## src/rtl/core/ttlp_pkg.sv

```systemverilog
package ttlp_pkg;

    localparam int WHOLE_W     = 7;
    localparam int TENTHS_W    = 4;
    localparam int DIGIT_W     = 4;
    localparam int TASK_W      = 2;
    localparam int FUNC_W      = 2;
    localparam int STAMP_W     = 32;
    localparam int DIGIT_STEPS = 10;

    localparam logic [WHOLE_W-1:0]  WHOLE_FULL = 7'd100;

    typedef enum logic [FUNC_W-1:0] {
        FUNC_ENTER,
        FUNC_EXIT,
        FUNC_WIN_END,
        FUNC_REPORT
    } t_func;

    typedef enum logic [1:0] {
        ST_IDLE,
        ST_SUM,
        ST_SHARE,
        ST_WAIT
    } t_state;

    typedef enum logic [1:0] {
        DV_IDLE,
        DV_CHECK,
        DV_PREP,
        DV_STEP
    } t_dv_state;

    typedef struct packed {
        logic                done;
        logic [WHOLE_W-1:0]  whole;
        logic [TENTHS_W-1:0] tenths;
    } t_div_stat;

endpackage

```

## src/rtl/core/ttlp_div.sv

```systemverilog
module ttlp_div
    import ttlp_pkg::*;
#(
    parameter int W = 32
) (
    input  logic         i_clk,
    input  logic         i_rst_n,
    input  logic         i_start,
    input  logic [W-1:0] i_t,
    input  logic [W-1:0] i_total,
    output t_div_stat    o_stat
);

    t_dv_state r_state, n_state;
    logic [W-1:0] r_rem, n_rem;
    logic [W-1:0] r_total, n_total;
    logic [W-1:0] r_diff, n_diff;
    logic [W-1:0] r_acc, n_acc;
    logic [3:0] r_cnt, n_cnt;
    logic [1:0] r_digit, n_digit;
    logic [DIGIT_W-1:0] r_d, n_d;
    logic [DIGIT_W-1:0] r_d0, n_d0;
    logic [DIGIT_W-1:0] r_d1, n_d1;
    logic [WHOLE_W-1:0] r_whole, n_whole;
    logic [TENTHS_W-1:0] r_tenths, n_tenths;
    logic r_done, n_done;

    // shared subtract / compare unit
    logic [W-1:0] sub_a, sub_b;
    logic [W:0] sub;
    logic borrow;
    logic [W-1:0] acc_step;
    logic [DIGIT_W-1:0] d_step;

    assign sub = {1'b0, sub_a} - {1'b0, sub_b};
    assign borrow = sub[W];

    always_ff @(posedge i_clk) begin
        if (!i_rst_n) begin
            r_state <= DV_IDLE;
            r_done  <= 1'b0;
        end else begin
            r_state <= n_state;
            r_done  <= n_done;
        end
    end

    always_ff @(posedge i_clk) begin
        r_rem    <= n_rem;
        r_total  <= n_total;
        r_diff   <= n_diff;
        r_acc    <= n_acc;
        r_cnt    <= n_cnt;
        r_digit  <= n_digit;
        r_d      <= n_d;
        r_d0     <= n_d0;
        r_d1     <= n_d1;
        r_whole  <= n_whole;
        r_tenths <= n_tenths;
    end

    always_comb begin
        n_state  = r_state;
        n_rem    = r_rem;
        n_total  = r_total;
        n_diff   = r_diff;
        n_acc    = r_acc;
        n_cnt    = r_cnt;
        n_digit  = r_digit;
        n_d      = r_d;
        n_d0     = r_d0;
        n_d1     = r_d1;
        n_whole  = r_whole;
        n_tenths = r_tenths;
        n_done   = 1'b0;
        sub_a    = r_acc;
        sub_b    = r_diff;
        acc_step = r_acc + r_rem;
        d_step   = r_d;
        case (r_state)
            DV_IDLE: begin
                if (i_start) begin
                    n_rem   = i_t;
                    n_total = i_total;
                    n_state = DV_CHECK;
                end
            end
            DV_CHECK: begin
                sub_a = r_rem;
                sub_b = r_total;
                if (r_total == '0) begin
                    n_whole  = '0;
                    n_tenths = '0;
                    n_done   = 1'b1;
                    n_state  = DV_IDLE;
                end else if (!borrow) begin
                    // time not below total: clamp to full share
                    n_whole  = WHOLE_FULL;
                    n_tenths = '0;
                    n_done   = 1'b1;
                    n_state  = DV_IDLE;
                end else begin
                    n_digit = '0;
                    n_state = DV_PREP;
                end
            end
            DV_PREP: begin
                sub_a   = r_total;
                sub_b   = r_rem;
                n_diff  = sub[W-1:0];
                n_acc   = '0;
                n_cnt   = '0;
                n_d     = '0;
                n_state = DV_STEP;
            end
            DV_STEP: begin
                sub_a = r_acc;
                sub_b = r_diff;
                if (!borrow) begin
                    acc_step = sub[W-1:0];
                    d_step   = r_d + DIGIT_W'(1);
                end
                n_acc = acc_step;
                n_d   = d_step;
                n_cnt = r_cnt + 4'd1;
                if (r_cnt == 4'(DIGIT_STEPS - 1)) begin
                    n_rem = acc_step;
                    if (r_digit == 2'd2) begin
                        n_whole  = ({3'b000, r_d0} << 3) + ({3'b000, r_d0} << 1)
                                 + {3'b000, r_d1};
                        n_tenths = d_step;
                        n_done   = 1'b1;
                        n_state  = DV_IDLE;
                    end else begin
                        if (r_digit == 2'd0) begin
                            n_d0 = d_step;
                        end else begin
                            n_d1 = d_step;
                        end
                        n_digit = r_digit + 2'd1;
                        n_state = DV_PREP;
                    end
                end
            end
            default: begin
                n_state = DV_IDLE;
            end
        endcase
    end

    assign o_stat.done   = r_done;
    assign o_stat.whole  = r_whole;
    assign o_stat.tenths = r_tenths;

endmodule

```

## src/rtl/core/task_time_load_profiler_unit.sv

```systemverilog
// Per-task load profiler.
// Command channel: present i_func, i_task_id and i_timer_value with start;
// a word is taken at the clock edge where start is high and busy is low.
// Enter, exit and window end leave busy low.
// A report in a closed window raises busy and, per task, emits one result
// word on o_valid for a single cycle: task, whole percent, tenths digit,
// and o_last on the final task. A report in an open window does nothing.
// Report sequence: the sequencer first sums the accumulators, then for
// each task runs the shared subtractor through ten compare-subtract
// steps for each of three digits; a zero total or a clamped share skips
// the digit steps. Result words follow in task order, the last one as
// busy drops.
// The receiver cannot stall; each result is shown exactly once.
// Synchronous reset clears accumulators, stamp and window flag and
// returns the sequencer to idle.
module task_time_load_profiler_unit
    import ttlp_pkg::*;
#(
    parameter int NUM_TASKS   = 4,
    parameter int TIMER_WIDTH = 32
) (
    input  logic                i_clk,
    input  logic                i_rst_n,
    input  logic                start,
    output logic                busy,
    input  logic [FUNC_W-1:0]   i_func,
    input  logic [TASK_W-1:0]   i_task_id,
    input  logic [STAMP_W-1:0]  i_timer_value,
    output logic                o_valid,
    output logic [TASK_W-1:0]   o_report_task,
    output logic [WHOLE_W-1:0]  o_percent_whole,
    output logic [TENTHS_W-1:0] o_percent_tenths,
    output logic                o_last
);

    localparam int IW = $clog2(NUM_TASKS);
    localparam logic [IW-1:0] LAST_IDX = IW'(NUM_TASKS - 1);

    t_state r_state, n_state;
    logic [TIMER_WIDTH-1:0] r_acc [NUM_TASKS];
    logic [TIMER_WIDTH-1:0] r_stamp, n_stamp;
    logic r_closed, n_closed;
    logic [TIMER_WIDTH-1:0] r_total, n_total;
    logic [IW-1:0] r_idx, n_idx;
    logic r_valid, n_valid;
    logic [TASK_W-1:0] r_task, n_task;
    logic [WHOLE_W-1:0] r_whole, n_whole;
    logic [TENTHS_W-1:0] r_tenths, n_tenths;
    logic r_last, n_last;

    logic [TIMER_WIDTH-1:0] stamp;
    logic [IW-1:0] rd_addr;
    logic [TIMER_WIDTH-1:0] rd_data;
    logic acc_we, acc_clr;
    logic [TIMER_WIDTH-1:0] acc_wdata;
    logic task_ok;
    logic div_start;
    t_div_stat div_stat;

    assign stamp   = TIMER_WIDTH'(i_timer_value);
    assign task_ok = (32'(i_task_id) < NUM_TASKS);
    assign rd_addr = (r_state == ST_IDLE) ? IW'(i_task_id) : r_idx;
    assign rd_data = r_acc[rd_addr];
    assign busy    = (r_state != ST_IDLE);

    ttlp_div #(
        .W (TIMER_WIDTH)
    ) u_div (
        .i_clk   (i_clk),
        .i_rst_n (i_rst_n),
        .i_start (div_start),
        .i_t     (rd_data),
        .i_total (r_total),
        .o_stat  (div_stat)
    );

    always_ff @(posedge i_clk) begin
        if (!i_rst_n) begin
            for (int i = 0; i < NUM_TASKS; i++) begin
                r_acc[i] <= '0;
            end
        end else if (acc_clr) begin
            for (int i = 0; i < NUM_TASKS; i++) begin
                r_acc[i] <= '0;
            end
        end else if (acc_we) begin
            r_acc[rd_addr] <= acc_wdata;
        end
    end

    always_ff @(posedge i_clk) begin
        if (!i_rst_n) begin
            r_state  <= ST_IDLE;
            r_stamp  <= '0;
            r_closed <= 1'b0;
            r_valid  <= 1'b0;
        end else begin
            r_state  <= n_state;
            r_stamp  <= n_stamp;
            r_closed <= n_closed;
            r_valid  <= n_valid;
        end
    end

    always_ff @(posedge i_clk) begin
        r_total  <= n_total;
        r_idx    <= n_idx;
        r_task   <= n_task;
        r_whole  <= n_whole;
        r_tenths <= n_tenths;
        r_last   <= n_last;
    end

    always_comb begin
        n_state   = r_state;
        n_stamp   = r_stamp;
        n_closed  = r_closed;
        n_total   = r_total;
        n_idx     = r_idx;
        n_valid   = 1'b0;
        n_task    = r_task;
        n_whole   = r_whole;
        n_tenths  = r_tenths;
        n_last    = r_last;
        acc_we    = 1'b0;
        acc_clr   = 1'b0;
        acc_wdata = rd_data + (stamp - r_stamp);
        div_start = 1'b0;
        case (r_state)
            ST_IDLE: begin
                if (start) begin
                    case (t_func'(i_func))
                        FUNC_ENTER: begin
                            n_stamp = stamp;
                        end
                        FUNC_EXIT: begin
                            acc_we  = !r_closed && task_ok;
                            n_stamp = stamp;
                        end
                        FUNC_WIN_END: begin
                            n_closed = 1'b1;
                            n_stamp  = '0;
                        end
                        FUNC_REPORT: begin
                            if (r_closed) begin
                                n_total = '0;
                                n_idx   = '0;
                                n_state = ST_SUM;
                            end
                        end
                        default: begin
                            n_state = ST_IDLE;
                        end
                    endcase
                end
            end
            ST_SUM: begin
                // total wraps like the accumulators
                n_total = r_total + rd_data;
                if (r_idx == LAST_IDX) begin
                    n_idx   = '0;
                    n_state = ST_SHARE;
                end else begin
                    n_idx = r_idx + IW'(1);
                end
            end
            ST_SHARE: begin
                div_start = 1'b1;
                n_state   = ST_WAIT;
            end
            ST_WAIT: begin
                if (div_stat.done) begin
                    n_valid  = 1'b1;
                    n_task   = TASK_W'(r_idx);
                    n_whole  = div_stat.whole;
                    n_tenths = div_stat.tenths;
                    n_last   = (r_idx == LAST_IDX);
                    if (r_idx == LAST_IDX) begin
                        acc_clr  = 1'b1;
                        n_closed = 1'b0;
                        n_state  = ST_IDLE;
                    end else begin
                        n_idx   = r_idx + IW'(1);
                        n_state = ST_SHARE;
                    end
                end
            end
            default: begin
                n_state = ST_IDLE;
            end
        endcase
    end

    assign o_valid          = r_valid;
    assign o_report_task    = r_task;
    assign o_percent_whole  = r_whole;
    assign o_percent_tenths = r_tenths;
    assign o_last           = r_last;

endmodule

```

## config.mk

```make
export PLATFORM = sky130hd
export DESIGN_NAME = task_time_load_profiler_unit
export DESIGN_NICKNAME = d
export VERILOG_FILES = /design/src/rtl/core/ttlp_pkg.sv /design/src/rtl/core/ttlp_div.sv /design/src/rtl/core/task_time_load_profiler_unit.sv
export SDC_FILE = /design/constraint.sdc
export NUM_CORES = 1
export LEC_CHECK = 0
export ABC_AREA = 0
export BUFFER_PORTS_ARGS = -buffer_cell sky130_fd_sc_hd__clkbuf_2
export CORE_UTILIZATION = 24
export CTS_BUF_LIST = sky130_fd_sc_hd__clkbuf_8
export DETAILED_ROUTE_END_ITERATION = 7
export HOLD_SLACK_MARGIN = 0.15
export PLACE_DENSITY = 0.38
export SKIP_CTS_REPAIR_TIMING = 1
export SYNTH_ARGS = -nofsm -noshare
export SYNTH_HDL_FRONTEND = slang
export SYNTH_SLANG_ARGS = --single-unit
```

## constraint.sdc

```tcl
create_clock -name i_clk -period 15 [get_ports i_clk]
set_input_delay 0.75 -clock i_clk [delete_from_list [all_inputs] [get_ports i_clk]]
set_output_delay 0.75 -clock i_clk [all_outputs]
set_load 0.01 [all_outputs]
```

==> results of run 1 <==
how the worst max path moves through the flow:
stage                     startpoint                end  slack [ns]  cells past startpoint
detailed placement  u_div.r_state[1]  u_div.r_tenths[3]        8.83                     16
finish              u_div.r_state[1]  u_div.r_tenths[1]        8.87                     16
global placement    u_div.r_state[1]  u_div.r_tenths[2]        8.95                     16
floorplan           u_div.r_state[0]  u_div.r_tenths[0]       10.02                     16
CTS                 u_div.r_state[1]  u_div.r_tenths[1]        8.80                     16
global route        u_div.r_state[1]  u_div.r_tenths[1]        8.32                     16
state kept, by name (all words and copies together), names as in the netlist, 7 cells and up:
| name | count |
|---|---|
| o_percent_whole | 7 |
| r_acc | 128 |
| r_stamp | 32 |
| r_total | 32 |
| u_div.r_acc | 32 |
| u_div.r_diff | 32 |
| u_div.r_rem | 32 |
| u_div.r_total | 32 |
| u_div.r_whole | 7 |
through the flow:
step / area, µm² / instances / hold WS (ns) / power [mW] / util [%]
after floorplan: 23400 / 2324 / 0.4003 / 2.151 / -
after global placement: 25070 / 3573 / 0.4096 / 2.495 / 25.96
after detailed placement: 25070 / 3573 / 0.4080 / 2.494 / 25.96
after CTS: 26290 / 3693 / 0.2824 / 3.436 / 27.23
after global routing: 26290 / 3694 / 0.3108 / 3.623 / 27.23
final: 26300 / 3695 / 0.3514 / 3.387 / 27.23
worst reg2reg max path, stage by stage (launching register included):
cell and delay [ns]:
sky130_fd_sc_hd__dfxtp_1 0.43, sky130_fd_sc_hd__inv_1 0.12, sky130_fd_sc_hd__ha_4 0.52, sky130_fd_sc_hd__buf_4 0.73
sky130_fd_sc_hd__o21ai_0 0.31, sky130_fd_sc_hd__ha_1 0.28, sky130_fd_sc_hd__inv_1 0.08, sky130_fd_sc_hd__fa_1 0.24
sky130_fd_sc_hd__a211oi_2 0.10, sky130_fd_sc_hd__o21ai_1 0.14, sky130_fd_sc_hd__nand2b_1 0.21, sky130_fd_sc_hd__o31ai_4 0.40
sky130_fd_sc_hd__a211oi_2 0.20, sky130_fd_sc_hd__o31ai_4 0.27, sky130_fd_sc_hd__buf_4 0.61, sky130_fd_sc_hd__nor2_1 0.17
sky130_fd_sc_hd__a22oi_1 0.95
cell type report:
class	count	area, µm²	area share [%]
diodes	2	5.005	0.01903
clock buffers	72	991.0	3.769
clock inverters	48	234.0	0.8898
inverters	166	623.1	2.370
multi-input cells	1683	11630	44.23
flip-flops and latches	372	10780	41.00
well taps	1276	1597	6.072
repair buffers	76	435.4	1.656
cells by family (layout without fill, tap and decap cells):
group,count (synthesis),count (layout),share of synthesized area [%]
AOI/OAI and AO/OA,637,637,18.81
xor gates and xnor gates,108,108,4.074
adders and majority gates,179,179,10.73
buffers and inverters,269,362,4.443
DFF,372,372,46.07
muxes,42,42,1.952
other,0,2,0
and+or+nand+nor,717,717,13.93
synth_stat cells, types with 4 or more instances:
master / instances / area [µm²]
sky130_fd_sc_hd__edfxtp_1: 333 / 10000
sky130_fd_sc_hd__nor2_1: 298 / 1119
sky130_fd_sc_hd__nand2_1: 170 / 638.1
sky130_fd_sc_hd__inv_1: 165 / 619.3
sky130_fd_sc_hd__a21oi_1: 145 / 725.7
sky130_fd_sc_hd__ha_1: 143 / 1789
sky130_fd_sc_hd__o21ai_0: 100 / 500.5
sky130_fd_sc_hd__clkbuf_1: 88 / 330.3
sky130_fd_sc_hd__a22oi_1: 83 / 623.1
sky130_fd_sc_hd__a21o_1: 59 / 442.9
sky130_fd_sc_hd__xnor2_1: 59 / 516.8
sky130_fd_sc_hd__nand3_1: 54 / 270.3
sky130_fd_sc_hd__xor2_1: 48 / 420.4
sky130_fd_sc_hd__dfxtp_1: 39 / 780.8
sky130_fd_sc_hd__and2_1: 38 / 237.7
sky130_fd_sc_hd__fa_1: 36 / 720.7
sky130_fd_sc_hd__a21boi_0: 34 / 255.2
sky130_fd_sc_hd__nor3_1: 29 / 145.1
sky130_fd_sc_hd__a22o_1: 25 / 219.0
sky130_fd_sc_hd__nor2b_1: 23 / 143.9
sky130_fd_sc_hd__and3_1: 22 / 137.6
sky130_fd_sc_hd__mux2i_1: 22 / 220.2
sky130_fd_sc_hd__nand4_1: 18 / 112.6
sky130_fd_sc_hd__o21bai_1: 18 / 135.1
sky130_fd_sc_hd__a211oi_1: 17 / 127.6
sky130_fd_sc_hd__a221oi_1: 16 / 140.1
sky130_fd_sc_hd__o21ai_1: 16 / 80.08
sky130_fd_sc_hd__mux2_2: 15 / 168.9
sky130_fd_sc_hd__nand2b_1: 15 / 93.84
sky130_fd_sc_hd__o21a_1: 14 / 105.1
sky130_fd_sc_hd__a221o_1: 13 / 130.1
sky130_fd_sc_hd__a31oi_1: 13 / 81.33
sky130_fd_sc_hd__nor4_1: 13 / 81.33
sky130_fd_sc_hd__o211ai_1: 8 / 60.06
sky130_fd_sc_hd__o31ai_1: 8 / 60.06
sky130_fd_sc_hd__buf_1: 7 / 26.28
sky130_fd_sc_hd__and4_1: 6 / 52.55
sky130_fd_sc_hd__o31a_1: 6 / 52.55
sky130_fd_sc_hd__o41ai_1: 6 / 52.55
sky130_fd_sc_hd__or2_2: 6 / 37.54
sky130_fd_sc_hd__nand3b_1: 5 / 37.54
sky130_fd_sc_hd__or3_1: 5 / 31.28
sky130_fd_sc_hd__a21boi_1: 4 / 30.03
sky130_fd_sc_hd__a311oi_1: 4 / 35.03
sky130_fd_sc_hd__a31o_2: 4 / 35.03
routing by layer:
metal | up-vias | global-route usage (%) | part of all wire (%)
met5 | - | 0 | 0
met4 | 0 | 4.357 | 2.2
met3 | 100 | 1.864 | 3.6
met2 | 328 | 22.23 | 44
met1 | 8403 | 19.81 | 50
li1 | 8567 | - | -
where the power goes:
part / internal [mW] / leakage, nW / switching [mW]
logic: 0.442 / 5.89 / 0.831
clock network: 0.460 / 0.700 / 0.447
registers: 1.19 / 3.58 / 0.0146
==> results_tabular.tex, run 1 <==
\begin{tabular}{lr}
\hline
Metric & Value \\
\hline
\multicolumn{2}{l}{\textbf{Run status}} \\
\quad Result of the run & finished clean \\
\multicolumn{2}{l}{\textbf{Route}} \\
\quad Antenna-violating nets left & 0 \\
\quad WL/cell & 18.76 µm \\
\quad Iter 0 DRT Violations & 1296 \\
\quad Via count & 17.40k \\
\quad Post-route DRC violation count & 0 \\
\quad Routed wire length & 69300 µm \\
\quad Drt first pass iters & 7 \\
\quad Per-cell via count in the routed design & 4.709 \\
\multicolumn{2}{l}{\textbf{Critical path}} \\
\quad Dominant delay contributor by cell family on the critical path & compound AO/OA/AOI/OAI gates \\
\quad Required time at the endpoint of the critical path & 15.26 ns \\
\quad CP arrival & 6.38 ns \\
\quad Worst reg-to-reg setup slack & 8.87 ns \\
\quad Max Fanout on Critical Path & 92 \\
\quad Number of buffer and inverter instances along the worst setup path & 4 \\
\quad Crit path capture type & flip-flop \\
\quad Path depth of the worst reg2reg path & 16 \\
\quad Startpoint of the worst register-to-register path & u\_div.r\_state[1] \\
\quad Reg2Reg Capture Point & u\_div.r\_tenths[1] \\
\quad Slowest-stage cell, CP & sky130\_fd\_sc\_hd\_\_a22oi\_1 \\
\quad Launching element type of the critical path & flip-flop \\
\quad Type of the setup path with the least slack & flip-flop to flip-flop \\
\quad Delay of the slowest cell on the worst path & 0.95 ns \\
\quad Chain of cells forming the critical path & inv\_1 > ha\_4 > buf\_4 > o21ai\_0 > ha\_1 > inv\_1 > fa\_1 > a211oi\_2 > o21ai\_1 > nand2b\_1 > o31ai\_4 > a211oi\_2 > o31ai\_4 > buf\_4 > nor2\_1 > a22oi\_1 \\
\multicolumn{2}{l}{\textbf{Synth}} \\
\quad Async S/R FF share, synth & 0\% \\
\quad Flops \& latches, synth & 372 \\
\quad Per-instance average area after synthesis & 10.07 µm² \\
\quad Warning count from the yosys run & 0 \\
\quad Register area share after synthesis & 46.07\% \\
\quad Mapped Cells & 2324 \\
\quad Syn nets & 2542 \\
\quad Count of distinct cell types in the synthesized netlist & 92 \\
\quad Top FF cell, synth & sky130\_fd\_sc\_hd\_\_edfxtp\_1 \\
\quad Number of enable-type register cells in the synthesized netlist & 333 \\
\quad Mapped cell area & 0.02340 mm² \\
\multicolumn{2}{l}{\textbf{Power}} \\
\quad Total power density per cell area & 128.8 mW/mm² \\
\quad LEAKAGE & 10.17 nW \\
\quad Peak supply drop & 0.05287 mV \\
\multicolumn{2}{l}{\textbf{Floorplanning}} \\
\quad Height of the die & 314.3 µm \\
\quad Top Ports & 55 \\
\quad Core box area & 0.09657 mm² \\
\quad Area of the die & 0.09876 mm² \\
\quad Die span in x & 314.3 µm \\
\quad Number of standard-cell rows in the floorplan & 114 \\
\quad Initial core utilization & 24.23\% \\
\multicolumn{2}{l}{\textbf{Timing}} \\
\quad Worst slew margin relative to its limit & 16.06\% \\
\quad Max Fclk & 0.1632 GHz \\
\quad RSZ-0062 raised after global routing & false \\
\quad Final critical delay including setup and external delays & 6.126 ns \\
\quad Number of hold violations in the final report & 0 \\
\quad Final TNS setup & 0 ns \\
\quad Final Setup Violations & 0 \\
\quad Max-slew violation total from the final report & 0 \\
\quad Final setup margin & 8.874 ns \\
\quad Max Clock Skew & 0.03410 ns \\
\quad Worst slew pin tran & 1.259 ns \\
\quad Tcrit/Tclk final & 40.84\% \\
\multicolumn{2}{l}{\textbf{Clock tree}} \\
\quad TritonCTS sink count & 372 \\
\quad Root buffer selected by CTS & sky130\_fd\_sc\_hd\_\_clkbuf\_8 \\
\quad CTS tree & built \\
\quad Clock slew seen by the registers of the worst setup and hold paths & 0.06 ns \\
\quad Num CTS Buffers & 68 \\
\quad Total number of H-tree levels & 3 \\
\quad Clock latency of the later-clocked register in the worst-skew pair & 0.66 ns \\
\quad Buffer depth of the longest clock path & 3 \\
\multicolumn{2}{l}{\textbf{Global routing}} \\
\quad Total grt overflow & 0 \\
\quad Largest net degree at the start of global routing & 93 \\
\quad Overall fraction of global-route tracks in use & 14.06\% \\
\quad Number of antenna violations at the first check in global routing & 1 \\
\quad Via count of the first global-routing pass & 17.80k \\
\quad Global-route wire length before repair & 106600 µm \\
\multicolumn{2}{l}{\textbf{Final layout}} \\
\quad Area Overhead vs Synth & 12.37\% \\
\quad Commonest cells after routing, fill and taps aside & 333 x sky130\_fd\_sc\_hd\_\_edfxtp\_1, 297 x sky130\_fd\_sc\_hd\_\_nor2\_1, 190 x sky130\_fd\_sc\_hd\_\_inv\_1 \\
\quad Most common cell after layout, fill and taps aside & sky130\_fd\_sc\_hd\_\_edfxtp\_1 \\
\quad Filler cells & 10.10k \\
\quad Share of cells above drive strength 1 & 9.226\% \\
\quad Number of nets at the end of the flow & 2585 \\
\multicolumn{2}{l}{\textbf{Worst hold path}} \\
\quad Start point of the worst min-delay path & i\_timer\_value[24] \\
\quad Worst Hold Path Cells & 3 \\
\quad Tightest Hold Check Type & primary input to flip-flop \\
\quad Worst-case hold path end point & r\_stamp[24] \\
\multicolumn{2}{l}{\textbf{Placed design}} \\
\quad IO buf count & 54 \\
\quad Pre-CTS WS & 8.832 ns \\
\quad Global placement routability congestion & 0.8435 \\
\quad HPWL reported at the end of detailed placement & 49910 µm \\
\multicolumn{2}{l}{\textbf{Run}} \\
\quad Reported max-cap violation count & 0 \\
\hline
\end{tabular}
(Power assumes the default switching activity.)
==> run 2: changes to the inputs <==
--- a/config.mk
+++ b/config.mk
@@ -11,7 +11,7 @@
 export CTS_BUF_LIST = sky130_fd_sc_hd__clkbuf_8
 export DETAILED_ROUTE_END_ITERATION = 7
 export HOLD_SLACK_MARGIN = 0.15
-export PLACE_DENSITY = 0.38
+export PLACE_DENSITY = 0.39
 export SKIP_CTS_REPAIR_TIMING = 1
 export SYNTH_ARGS = -nofsm -noshare
 export SYNTH_HDL_FRONTEND = slang
==> constraint.sdc (replaced) <==
create_clock -name i_clk -period 5.1 [get_ports i_clk]
set_input_delay 0.255 -clock i_clk [delete_from_list [all_inputs] [get_ports i_clk]]
set_output_delay 0.255 -clock i_clk [all_outputs]
set_load 0.01 [all_outputs]
==> results_tabular.tex, run 2 (same netlist as run 1, synthesis figures left out) <==
\begin{tabular}{lr}
\hline
Metric & Value \\
\hline
\multicolumn{2}{l}{\textbf{Run status}} \\
\quad Result of the run & finished clean (unchanged) \\
\multicolumn{2}{l}{\textbf{Global routing}} \\
\quad Via count of the first global-routing pass & 17.83k (was 17.80k) \\
\quad Global-route wire length before repair & 108200 µm (was 106600 µm) \\
\quad Largest net degree at the start of global routing & 65 (was 93) \\
\quad Overall fraction of global-route tracks in use & 14.19\% (was 14.06\%) \\
\quad Total grt overflow & 0 (unchanged) \\
\quad Number of antenna violations at the first check in global routing & 2 (was 1) \\
\multicolumn{2}{l}{\textbf{Clock tree}} \\
\quad TritonCTS sink count & 372 (unchanged) \\
\quad Clock latency of the later-clocked register in the worst-skew pair & 0.66 ns (about the same) \\
\quad CTS tree & built (unchanged) \\
\quad Root buffer selected by CTS & sky130\_fd\_sc\_hd\_\_clkbuf\_8 (unchanged) \\
\quad Clock slew seen by the registers of the worst setup and hold paths & 0.06 ns (about the same) \\
\quad Buffer depth of the longest clock path & 3 (unchanged) \\
\quad Total number of H-tree levels & 3 (unchanged) \\
\quad Num CTS Buffers & 72 (was 68) \\
\multicolumn{2}{l}{\textbf{Final layout}} \\
\quad Most common cell after layout, fill and taps aside & sky130\_fd\_sc\_hd\_\_edfxtp\_1 (unchanged) \\
\quad Commonest cells after routing, fill and taps aside & 333 x sky130\_fd\_sc\_hd\_\_edfxtp\_1, 297 x sky130\_fd\_sc\_hd\_\_nor2\_1, 184 x sky130\_fd\_sc\_hd\_\_inv\_1 (was 333 x sky130\_fd\_sc\_hd\_\_edfxtp\_1, 297 x sky130\_fd\_sc\_hd\_\_nor2\_1, 190 x sky130\_fd\_sc\_hd\_\_inv\_1) \\
\quad Share of cells above drive strength 1 & 11.29\% (was 9.226\%) \\
\quad Area Overhead vs Synth & 16.39\% (was 12.37\%) \\
\quad Footprint of the multi-input gates & 0.01171 mm² (was 0.01163 mm²) \\
\quad Sequential Area & 0.01078 mm² (unchanged) \\
\quad Number of non-filler instances in the completed layout & 3783 (was 3695) \\
\quad Register with the highest flop count & r\_acc (unchanged) \\
\quad Filler cells & 10.20k (was 10.10k) \\
\quad Number of nets at the end of the flow & 2669 (was 2585) \\
\quad Number of flip-flops in the largest register & 128 (unchanged) \\
\multicolumn{2}{l}{\textbf{Worst hold path}} \\
\quad Tightest Hold Check Type & primary input to flip-flop (unchanged) \\
\multicolumn{2}{l}{\textbf{Power}} \\
\quad Sequential power share & 34.5\% (was 35.6\%) \\
\quad Part of the total power dissipated in combinational logic & 38.0\% (was 37.6\%) \\
\quad Clock network power share & 27.5\% (was 26.8\%) \\
\quad Net load switching power & 3.911 mW (was 1.293 mW) \\
\quad LEAKAGE & 10.63 nW (was 10.17 nW) \\
\quad Peak supply drop & 0.1743 mV (was 0.05287 mV) \\
\quad Internal Pwr Total & 6.379 mW (was 2.094 mW) \\
\quad Post-layout power & 10.29 mW (was 3.387 mW) \\
\quad Net Sw Frac & 38.00\% (was 38.18\%) \\
\quad Total power density per cell area & 377.8 mW/mm² (was 128.8 mW/mm²) \\
\multicolumn{2}{l}{\textbf{Critical path}} \\
\quad CP arrival & 5.21 ns (was 6.38 ns) \\
\quad Max Fanout on Critical Path & 13 (was 92) \\
\quad Required time at the endpoint of the critical path & 5.48 ns (was 15.26 ns) \\
\quad Type of the setup path with the least slack & flip-flop to flip-flop (unchanged) \\
\quad Crit path capture type & flip-flop (unchanged) \\
\quad Launching element type of the critical path & flip-flop (unchanged) \\
\multicolumn{2}{l}{\textbf{Placed design}} \\
\quad Global placement routability congestion & 0.8496 (was 0.8435) \\
\quad Instance count after placement with tap cells included & 3616 (was 3573) \\
\quad IO buf count & 54 (unchanged) \\
\quad Pre-CTS WS & -0.3012 ns (was 8.832 ns) \\
\quad HPWL reported at the end of detailed placement & 51250 µm (was 49910 µm) \\
\multicolumn{2}{l}{\textbf{Floorplanning}} \\
\quad Die span in x & 314.3 µm (unchanged) \\
\quad Top Ports & 55 (unchanged) \\
\quad Core box area & 0.09657 mm² (unchanged) \\
\quad Initial core utilization & 24.23\% (unchanged) \\
\quad Height of the die & 314.3 µm (unchanged) \\
\quad Area of the die & 0.09876 mm² (unchanged) \\
\quad Number of standard-cell rows in the floorplan & 114 (unchanged) \\
\multicolumn{2}{l}{\textbf{Route}} \\
\quad Per-cell via count in the routed design & 4.702 (was 4.709) \\
\quad Antenna-violating nets left & 0 (unchanged) \\
\quad Drt first pass iters & 5 (was 7) \\
\quad Post-route DRC violation count & 0 (unchanged) \\
\quad Iter 0 DRT Violations & 1256 (was 1296) \\
\quad Via count & 17.79k (was 17.40k) \\
\quad WL/cell & 18.50 µm (was 18.76 µm) \\
\quad Routed wire length & 69970 µm (was 69300 µm) \\
\multicolumn{2}{l}{\textbf{Timing}} \\
\quad Max-slew violation total from the final report & 0 (unchanged) \\
\quad Tcrit/Tclk final & 94.74\% (was 40.84\%) \\
\quad Number of hold violations in the final report & 0 (unchanged) \\
\quad Final critical delay including setup and external delays & 4.832 ns (was 6.126 ns) \\
\quad Final setup margin & 0.2681 ns (was 8.874 ns) \\
\quad Worst slew margin relative to its limit & 36.27\% (was 16.06\%) \\
\quad Max Fclk & 0.2070 GHz (was 0.1632 GHz) \\
\quad RSZ-0062 raised after global routing & true (was false) \\
\quad Worst slew pin tran & 0.9525 ns (was 1.259 ns) \\
\quad Final Setup Violations & 0 (unchanged) \\
\quad Max Clock Skew & 0.03733 ns (was 0.03410 ns) \\
\multicolumn{2}{l}{\textbf{Run}} \\
\quad Reported max-cap violation count & 0 (unchanged) \\
\hline
\end{tabular}
[run 2: cell count changes in the layout (fill, tap and decap cells not counted), sizes merged, moves of 2 or more]
cell         before  now
clkinv           16   29
clkinvlp          6    2
dlygate4sd3       0   34
inv             191  188
buf              22   68
clkbuf          126  128
[run 2: final timing paths]
kind / to / depth (start not counted) / start / slack (ns)
setup / recovery: r_acc[2][20] / 19 / r_state[1] / 0.27
setup reg to reg: r_acc[2][20] / 19 / r_state[1] / 0.27
hold / removal: r_stamp[29] / 5 / i_func[1] / 0.30
hold reg to reg: o_percent_whole[1] / 0 / u_div.r_whole[1] / 0.42
[run 2: through the flow]
step | utilization, % | cell area, µm² | hold WS (ns) | setup TNS, ns
after floorplan | - | 23400 | 0.4003 | 0
after global placement | 26.36 | 25450 | 0.4051 | -4.030
after detailed placement | 26.36 | 25450 | 0.4045 | -8.283
after CTS | 27.72 | 26770 | -0.1975 | -8.602
after global routing | 28.20 | 27240 | 0.3193 | -0.006624
final | 28.20 | 27240 | 0.3037 | 0
[run 2: routing by layer]
layer / part of all wire (%) / vias up / global-route usage (%)
met5: 0 / - / 0
met4: 1.8 / 0 / 3.703
met3: 3.8 / 94 / 2.069
met2: 45 / 358 / 22.72
met1: 49 / 8607 / 19.88
li1: - / 8728 / -
[run 2: power groups by stage]
stage	registers, mW	logic [mW]	clock network [mW]
3_5_place_dp	3.61	3.84	0
5_1_grt	3.56	4.35	3.08
3_3_place_gp	3.61	3.84	0
6_report	3.55	3.91	2.83
4_1_cts	3.55	3.87	2.97
2_1_floorplan	3.60	2.73	0
[run 2: critical path, stage by stage (launching register included)]
cell,delay (ns)
sky130_fd_sc_hd__dfxtp_1,0.34
sky130_fd_sc_hd__or4_4,0.56
sky130_fd_sc_hd__o31ai_4,0.09
sky130_fd_sc_hd__buf_12,0.18
sky130_fd_sc_hd__buf_4,0.17
sky130_fd_sc_hd__a22o_1,0.15
sky130_fd_sc_hd__a221o_1,0.12
sky130_fd_sc_hd__inv_1,0.12
sky130_fd_sc_hd__fa_1,0.50
sky130_fd_sc_hd__inv_1,0.06
sky130_fd_sc_hd__fa_1,0.44
sky130_fd_sc_hd__a211oi_2,0.23
sky130_fd_sc_hd__o21ai_0,0.13
sky130_fd_sc_hd__a21oi_1,0.19
sky130_fd_sc_hd__o21ai_0,0.18
sky130_fd_sc_hd__a21bo_2,0.27
sky130_fd_sc_hd__a41o_1,0.27
sky130_fd_sc_hd__a21oi_1,0.18
sky130_fd_sc_hd__xor2_1,0.29
sky130_fd_sc_hd__nor2_1,0.07
[run 2: area by class of cell]
type                            count  share of cell area (%)
Multi-Input combinational cell   1683                   42.99
Sequential cell                   372                   39.58
Tap cell                         1276                   5.862
Timing Repair Buffer              156                   4.438
Clock buffer                       74                   3.739
Inverter                          166                   2.288
Clock inverter                     55                   1.098
Antenna cell                        1                0.009188
==> run 3: changes to the inputs <==
--- a/config.mk
+++ b/config.mk
@@ -7,6 +7,7 @@
 export LEC_CHECK = 0
 export ABC_AREA = 0
 export BUFFER_PORTS_ARGS = -buffer_cell sky130_fd_sc_hd__clkbuf_2
+export CORE_MARGIN = 1
 export CORE_UTILIZATION = 24
 export CTS_BUF_LIST = sky130_fd_sc_hd__clkbuf_8
 export DETAILED_ROUTE_END_ITERATION = 7
@@ -15,4 +16,5 @@
 export SKIP_CTS_REPAIR_TIMING = 1
 export SYNTH_ARGS = -nofsm -noshare
 export SYNTH_HDL_FRONTEND = slang
+export SYNTH_HIERARCHICAL = 1
 export SYNTH_SLANG_ARGS = --single-unit
==> results_tabular.tex, run 3 <==
\begin{tabular}{lr}
\hline
Metric & Value \\
\hline
\multicolumn{2}{l}{\textbf{Synth}} \\
\quad Main area contributors after synthesis & sky130\_fd\_sc\_hd\_\_edfxtp\_1 42\%, sky130\_fd\_sc\_hd\_\_ha\_1 7.6\%, sky130\_fd\_sc\_hd\_\_nor2\_1 5.0\%, sky130\_fd\_sc\_hd\_\_a22oi\_1 4.2\%, sky130\_fd\_sc\_hd\_\_a21oi\_1 3.7\% (was sky130\_fd\_sc\_hd\_\_edfxtp\_1 43\%, sky130\_fd\_sc\_hd\_\_ha\_1 7.6\%, sky130\_fd\_sc\_hd\_\_nor2\_1 4.8\%, sky130\_fd\_sc\_hd\_\_dfxtp\_1 3.3\%, sky130\_fd\_sc\_hd\_\_a21oi\_1 3.1\%) \\
\quad Syn nets & 2665 (was 2542) \\
\quad Most used standard cells in the synthesized netlist & 333 x sky130\_fd\_sc\_hd\_\_edfxtp\_1, 315 x sky130\_fd\_sc\_hd\_\_nor2\_1, 178 x sky130\_fd\_sc\_hd\_\_a21oi\_1 (was 333 x sky130\_fd\_sc\_hd\_\_edfxtp\_1, 298 x sky130\_fd\_sc\_hd\_\_nor2\_1, 170 x sky130\_fd\_sc\_hd\_\_nand2\_1) \\
\quad Number of enable-type register cells in the synthesized netlist & 333 (unchanged) \\
\quad Count of distinct cell types in the synthesized netlist & 76 (was 92) \\
\quad Flops \& latches, synth & 372 (unchanged) \\
\quad Warning count from the yosys run & 6 (was 0) \\
\quad Area fraction of the dominant cell type after synthesis & 42.03\% (was 42.73\%) \\
\quad Top FF cell, synth & sky130\_fd\_sc\_hd\_\_edfxtp\_1 (unchanged) \\
\quad Register area share after synthesis & 45.31\% (was 46.07\%) \\
\quad Mapped Cells & 2446 (was 2324) \\
\quad Cell taking the most area after synthesis & sky130\_fd\_sc\_hd\_\_edfxtp\_1 (unchanged) \\
\quad Mapped cell area & 0.02379 mm² (was 0.02340 mm²) \\
\quad Per-instance average area after synthesis & 9.728 µm² (was 10.07 µm²) \\
\quad Top-count cell post-synth & sky130\_fd\_sc\_hd\_\_edfxtp\_1 (unchanged) \\
\quad Async S/R FF share, synth & 0\% (unchanged) \\
\multicolumn{2}{l}{\textbf{Global routing}} \\
\quad Total grt overflow & 0 (unchanged) \\
\quad Number of antenna violations at the first check in global routing & 1 (was 2) \\
\quad Largest net degree at the start of global routing & 84 (was 65) \\
\quad Global-route wire length before repair & 113900 µm (was 108200 µm) \\
\quad Via count of the first global-routing pass & 18.70k (was 17.83k) \\
\quad Overall fraction of global-route tracks in use & 14.87\% (was 14.19\%) \\
\multicolumn{2}{l}{\textbf{Timing}} \\
\quad Max Fclk & 0.2086 GHz (was 0.2070 GHz) \\
\quad Worst slew pin tran & 1.119 ns (was 0.9525 ns) \\
\quad Max-slew violation total from the final report & 0 (unchanged) \\
\quad Final critical delay including setup and external delays & 4.795 ns (was 4.832 ns) \\
\quad Worst slew margin relative to its limit & 25.43\% (was 36.27\%) \\
\quad Final setup margin & 0.3054 ns (was 0.2681 ns) \\
\quad Tcrit/Tclk final & 94.01\% (was 94.74\%) \\
\quad Max Clock Skew & 0.02958 ns (was 0.03733 ns) \\
\quad Number of hold violations in the final report & 0 (unchanged) \\
\quad Final Setup Violations & 0 (unchanged) \\
\quad RSZ-0062 raised after global routing & false (was true) \\
\quad Final TNS setup & 0 ns (unchanged) \\
\multicolumn{2}{l}{\textbf{Power}} \\
\quad Peak supply drop & 0.1435 mV (was 0.1743 mV) \\
\quad LEAKAGE & 11.07 nW (was 10.63 nW) \\
\quad Total power density per cell area & 357.8 mW/mm² (was 377.8 mW/mm²) \\
\quad Post-layout power & 9.881 mW (was 10.29 mW) \\
\multicolumn{2}{l}{\textbf{Route}} \\
\quad Routed wire length & 75190 µm (was 69970 µm) \\
\quad Antenna-violating nets left & 0 (unchanged) \\
\quad WL/cell & 19.30 µm (was 18.50 µm) \\
\quad Drt first pass iters & 6 (was 5) \\
\quad Post-route DRC violation count & 0 (unchanged) \\
\quad Via count & 18.69k (was 17.79k) \\
\quad Per-cell via count in the routed design & 4.795 (was 4.702) \\
\quad Iter 0 DRT Violations & 1196 (was 1256) \\
\multicolumn{2}{l}{\textbf{Final layout}} \\
\quad Filler cells & 10.36k (was 10.20k) \\
\quad Number of nets at the end of the flow & 2762 (was 2669) \\
\quad Area Overhead vs Synth & 16.06\% (was 16.39\%) \\
\quad Commonest cells after routing, fill and taps aside & 333 x sky130\_fd\_sc\_hd\_\_edfxtp\_1, 314 x sky130\_fd\_sc\_hd\_\_nor2\_1, 196 x sky130\_fd\_sc\_hd\_\_inv\_1 (was 333 x sky130\_fd\_sc\_hd\_\_edfxtp\_1, 297 x sky130\_fd\_sc\_hd\_\_nor2\_1, 184 x sky130\_fd\_sc\_hd\_\_inv\_1) \\
\quad Most common cell after layout, fill and taps aside & sky130\_fd\_sc\_hd\_\_edfxtp\_1 (unchanged) \\
\quad Number of non-filler instances in the completed layout & 3897 (was 3783) \\
\quad Register with the highest flop count & r\_acc (unchanged) \\
\quad Post-route core utilization & 28.10\% (was 28.20\%) \\
\quad Number of flip-flops in the largest register & 128 (unchanged) \\
\quad Share of cells above drive strength 1 & 9.405\% (was 11.29\%) \\
\multicolumn{2}{l}{\textbf{Floorplanning}} \\
\quad Height of the die & 316.9 µm (was 314.3 µm) \\
\quad Core box area & 0.09828 mm² (was 0.09657 mm²) \\
\quad Initial core utilization & 24.21\% (was 24.23\%) \\
\quad Area of the die & 0.1004 mm² (was 0.09876 mm²) \\
\quad Die span in x & 316.9 µm (was 314.3 µm) \\
\quad Top Ports & 55 (unchanged) \\
\quad Number of standard-cell rows in the floorplan & 115 (was 114) \\
\multicolumn{2}{l}{\textbf{Critical path}} \\
\quad Required time at the endpoint of the critical path & 5.48 ns (about the same) \\
\quad Crit path capture type & flip-flop (unchanged) \\
\quad Launching element type of the critical path & flip-flop (unchanged) \\
\quad Type of the setup path with the least slack & flip-flop to flip-flop (unchanged) \\
\quad Max Fanout on Critical Path & 19 (was 13) \\
\quad CP arrival & 5.17 ns (was 5.21 ns) \\
\multicolumn{2}{l}{\textbf{Clock tree}} \\
\quad TritonCTS sink count & 372 (unchanged) \\
\quad Total number of H-tree levels & 3 (unchanged) \\
\quad Buffer depth of the longest clock path & 3 (unchanged) \\
\quad Root buffer selected by CTS & sky130\_fd\_sc\_hd\_\_clkbuf\_8 (unchanged) \\
\quad Num CTS Buffers & 75 (was 72) \\
\quad CTS tree & built (unchanged) \\
\quad Clock slew seen by the registers of the worst setup and hold paths & 0.06 ns (about the same) \\
\quad Clock latency of the later-clocked register in the worst-skew pair & 0.67 ns (was 0.66 ns) \\
\multicolumn{2}{l}{\textbf{Placed design}} \\
\quad HPWL reported at the end of detailed placement & 53720 µm (was 51250 µm) \\
\quad Global placement routability congestion & 0.8732 (was 0.8496) \\
\quad Pre-CTS WS & 0.2528 ns (was -0.3012 ns) \\
\quad IO buf count & 54 (unchanged) \\
\quad Instance count after placement with tap cells included & 3720 (was 3616) \\
\multicolumn{2}{l}{\textbf{Worst hold path}} \\
\quad Tightest Hold Check Type & primary input to flip-flop (unchanged) \\
\multicolumn{2}{l}{\textbf{Run status}} \\
\quad Result of the run & finished clean (unchanged) \\
\multicolumn{2}{l}{\textbf{Run}} \\
\quad Reported max-cap violation count & 0 (unchanged) \\
\hline
\end{tabular}
[run 3: cell types whose count changed after synthesis, moves of 16 or more]
| cell | previous run | this run |
|---|---|---|
| sky130_fd_sc_hd__a22oi_1 | 83 | 132 |
| sky130_fd_sc_hd__a21oi_1 | 145 | 178 |
| sky130_fd_sc_hd__and2_1 | 38 | 54 |
| sky130_fd_sc_hd__a22o_1 | 25 | 3 |
| sky130_fd_sc_hd__a21o_1 | 59 | 76 |
| sky130_fd_sc_hd__clkbuf_1 | 88 | 120 |
| sky130_fd_sc_hd__nor2_1 | 298 | 315 |
[run 3: path summary, 6_finish.rpt]
check / from / end / slack (ns) / cells after the start
worst max-delay path: r_state[0] / r_acc[2][28] / 0.31 / 16
worst min-delay path: i_rst_n / u_div/r_state[0] / 0.24 / 3
worst max register to register: r_state[0] / r_acc[2][28] / 0.31 / 16
worst min register to register: u_div/r_whole[0] / o_percent_whole[0] / 0.42 / 0
[run 3: stage by stage]
step | hold WS, ns | area [µm²]
floorplan | 0.3884 | 23800
global placement | 0.4019 | 25810
detailed placement | 0.4052 | 25810
CTS | -0.1936 | 27260
global route | 0.2316 | 27620
finish | 0.2361 | 27620
[run 3: final cells by class]
| class | count | area, µm² | share of cell area [%] |
|---|---|---|---|
| Clock buffer | 81 | 1115 | 4.037 |
| Antenna cell | 5 | 12.51 | 0.04531 |
| Timing Repair Buffer | 148 | 1162 | 4.209 |
| Inverter | 176 | 660.6 | 2.392 |
| Multi-Input combinational cell | 1770 | 11940 | 43.23 |
| Tap cell | 1287 | 1610 | 5.831 |
| Clock inverter | 58 | 337.8 | 1.223 |
| Sequential cell | 372 | 10780 | 39.04 |
[run 3: metal layers]
| layer | up-vias | share of wire [%] | global-route usage, % |
|---|---|---|---|
| met2 | 429 | 46 | 24.35 |
| li1 | 9104 | - | - |
| met4 | 0 | 3.1 | 5.212 |
| met3 | 127 | 3.9 | 1.904 |
| met5 | - | 0 | 0 |
| met1 | 9027 | 47 | 20.08 |
[run 3: kinds of logic (layout without fill, tap and decap cells)]
| group | after synthesis | after routing | share of synthesized area, % |
|---|---|---|---|
| mux | 27 | 27 | 1.141 |
| xor+xnor | 117 | 117 | 4.307 |
| simple gates | 746 | 746 | 14.21 |
| compound gates | 700 | 700 | 19.56 |
| fa+ha+maj | 180 | 180 | 10.60 |
| flops | 372 | 372 | 45.31 |
| other cells | 0 | 5 | 0 |
| buf+inv | 304 | 463 | 4.869 |
[run 3: where the power goes]
group          total, mW  switching, mW  internal [mW]
clock network       3.03           1.41           1.62
registers           3.56         0.0646           3.49
logic               3.29           2.12           1.17
total               9.88           3.59           6.29
[run 3: critical path, cell delays in order (launching register included)]
cell and delay [ns]:
sky130_fd_sc_hd__dfxtp_1 0.38, sky130_fd_sc_hd__or4_1 0.59, sky130_fd_sc_hd__o31ai_4 0.11, sky130_fd_sc_hd__buf_12 0.22, sky130_fd_sc_hd__a22oi_1 0.10, sky130_fd_sc_hd__and2_1 0.18, sky130_fd_sc_hd__fa_1 0.49, sky130_fd_sc_hd__inv_1 0.05
sky130_fd_sc_hd__ha_1 0.33, sky130_fd_sc_hd__a2111oi_0 0.44, sky130_fd_sc_hd__buf_4 0.18, sky130_fd_sc_hd__o21ai_0 0.13, sky130_fd_sc_hd__a22oi_1 0.37, sky130_fd_sc_hd__o21ai_0 0.26, sky130_fd_sc_hd__a31oi_1 0.25, sky130_fd_sc_hd__xor2_1 0.33
sky130_fd_sc_hd__nor2_1 0.08
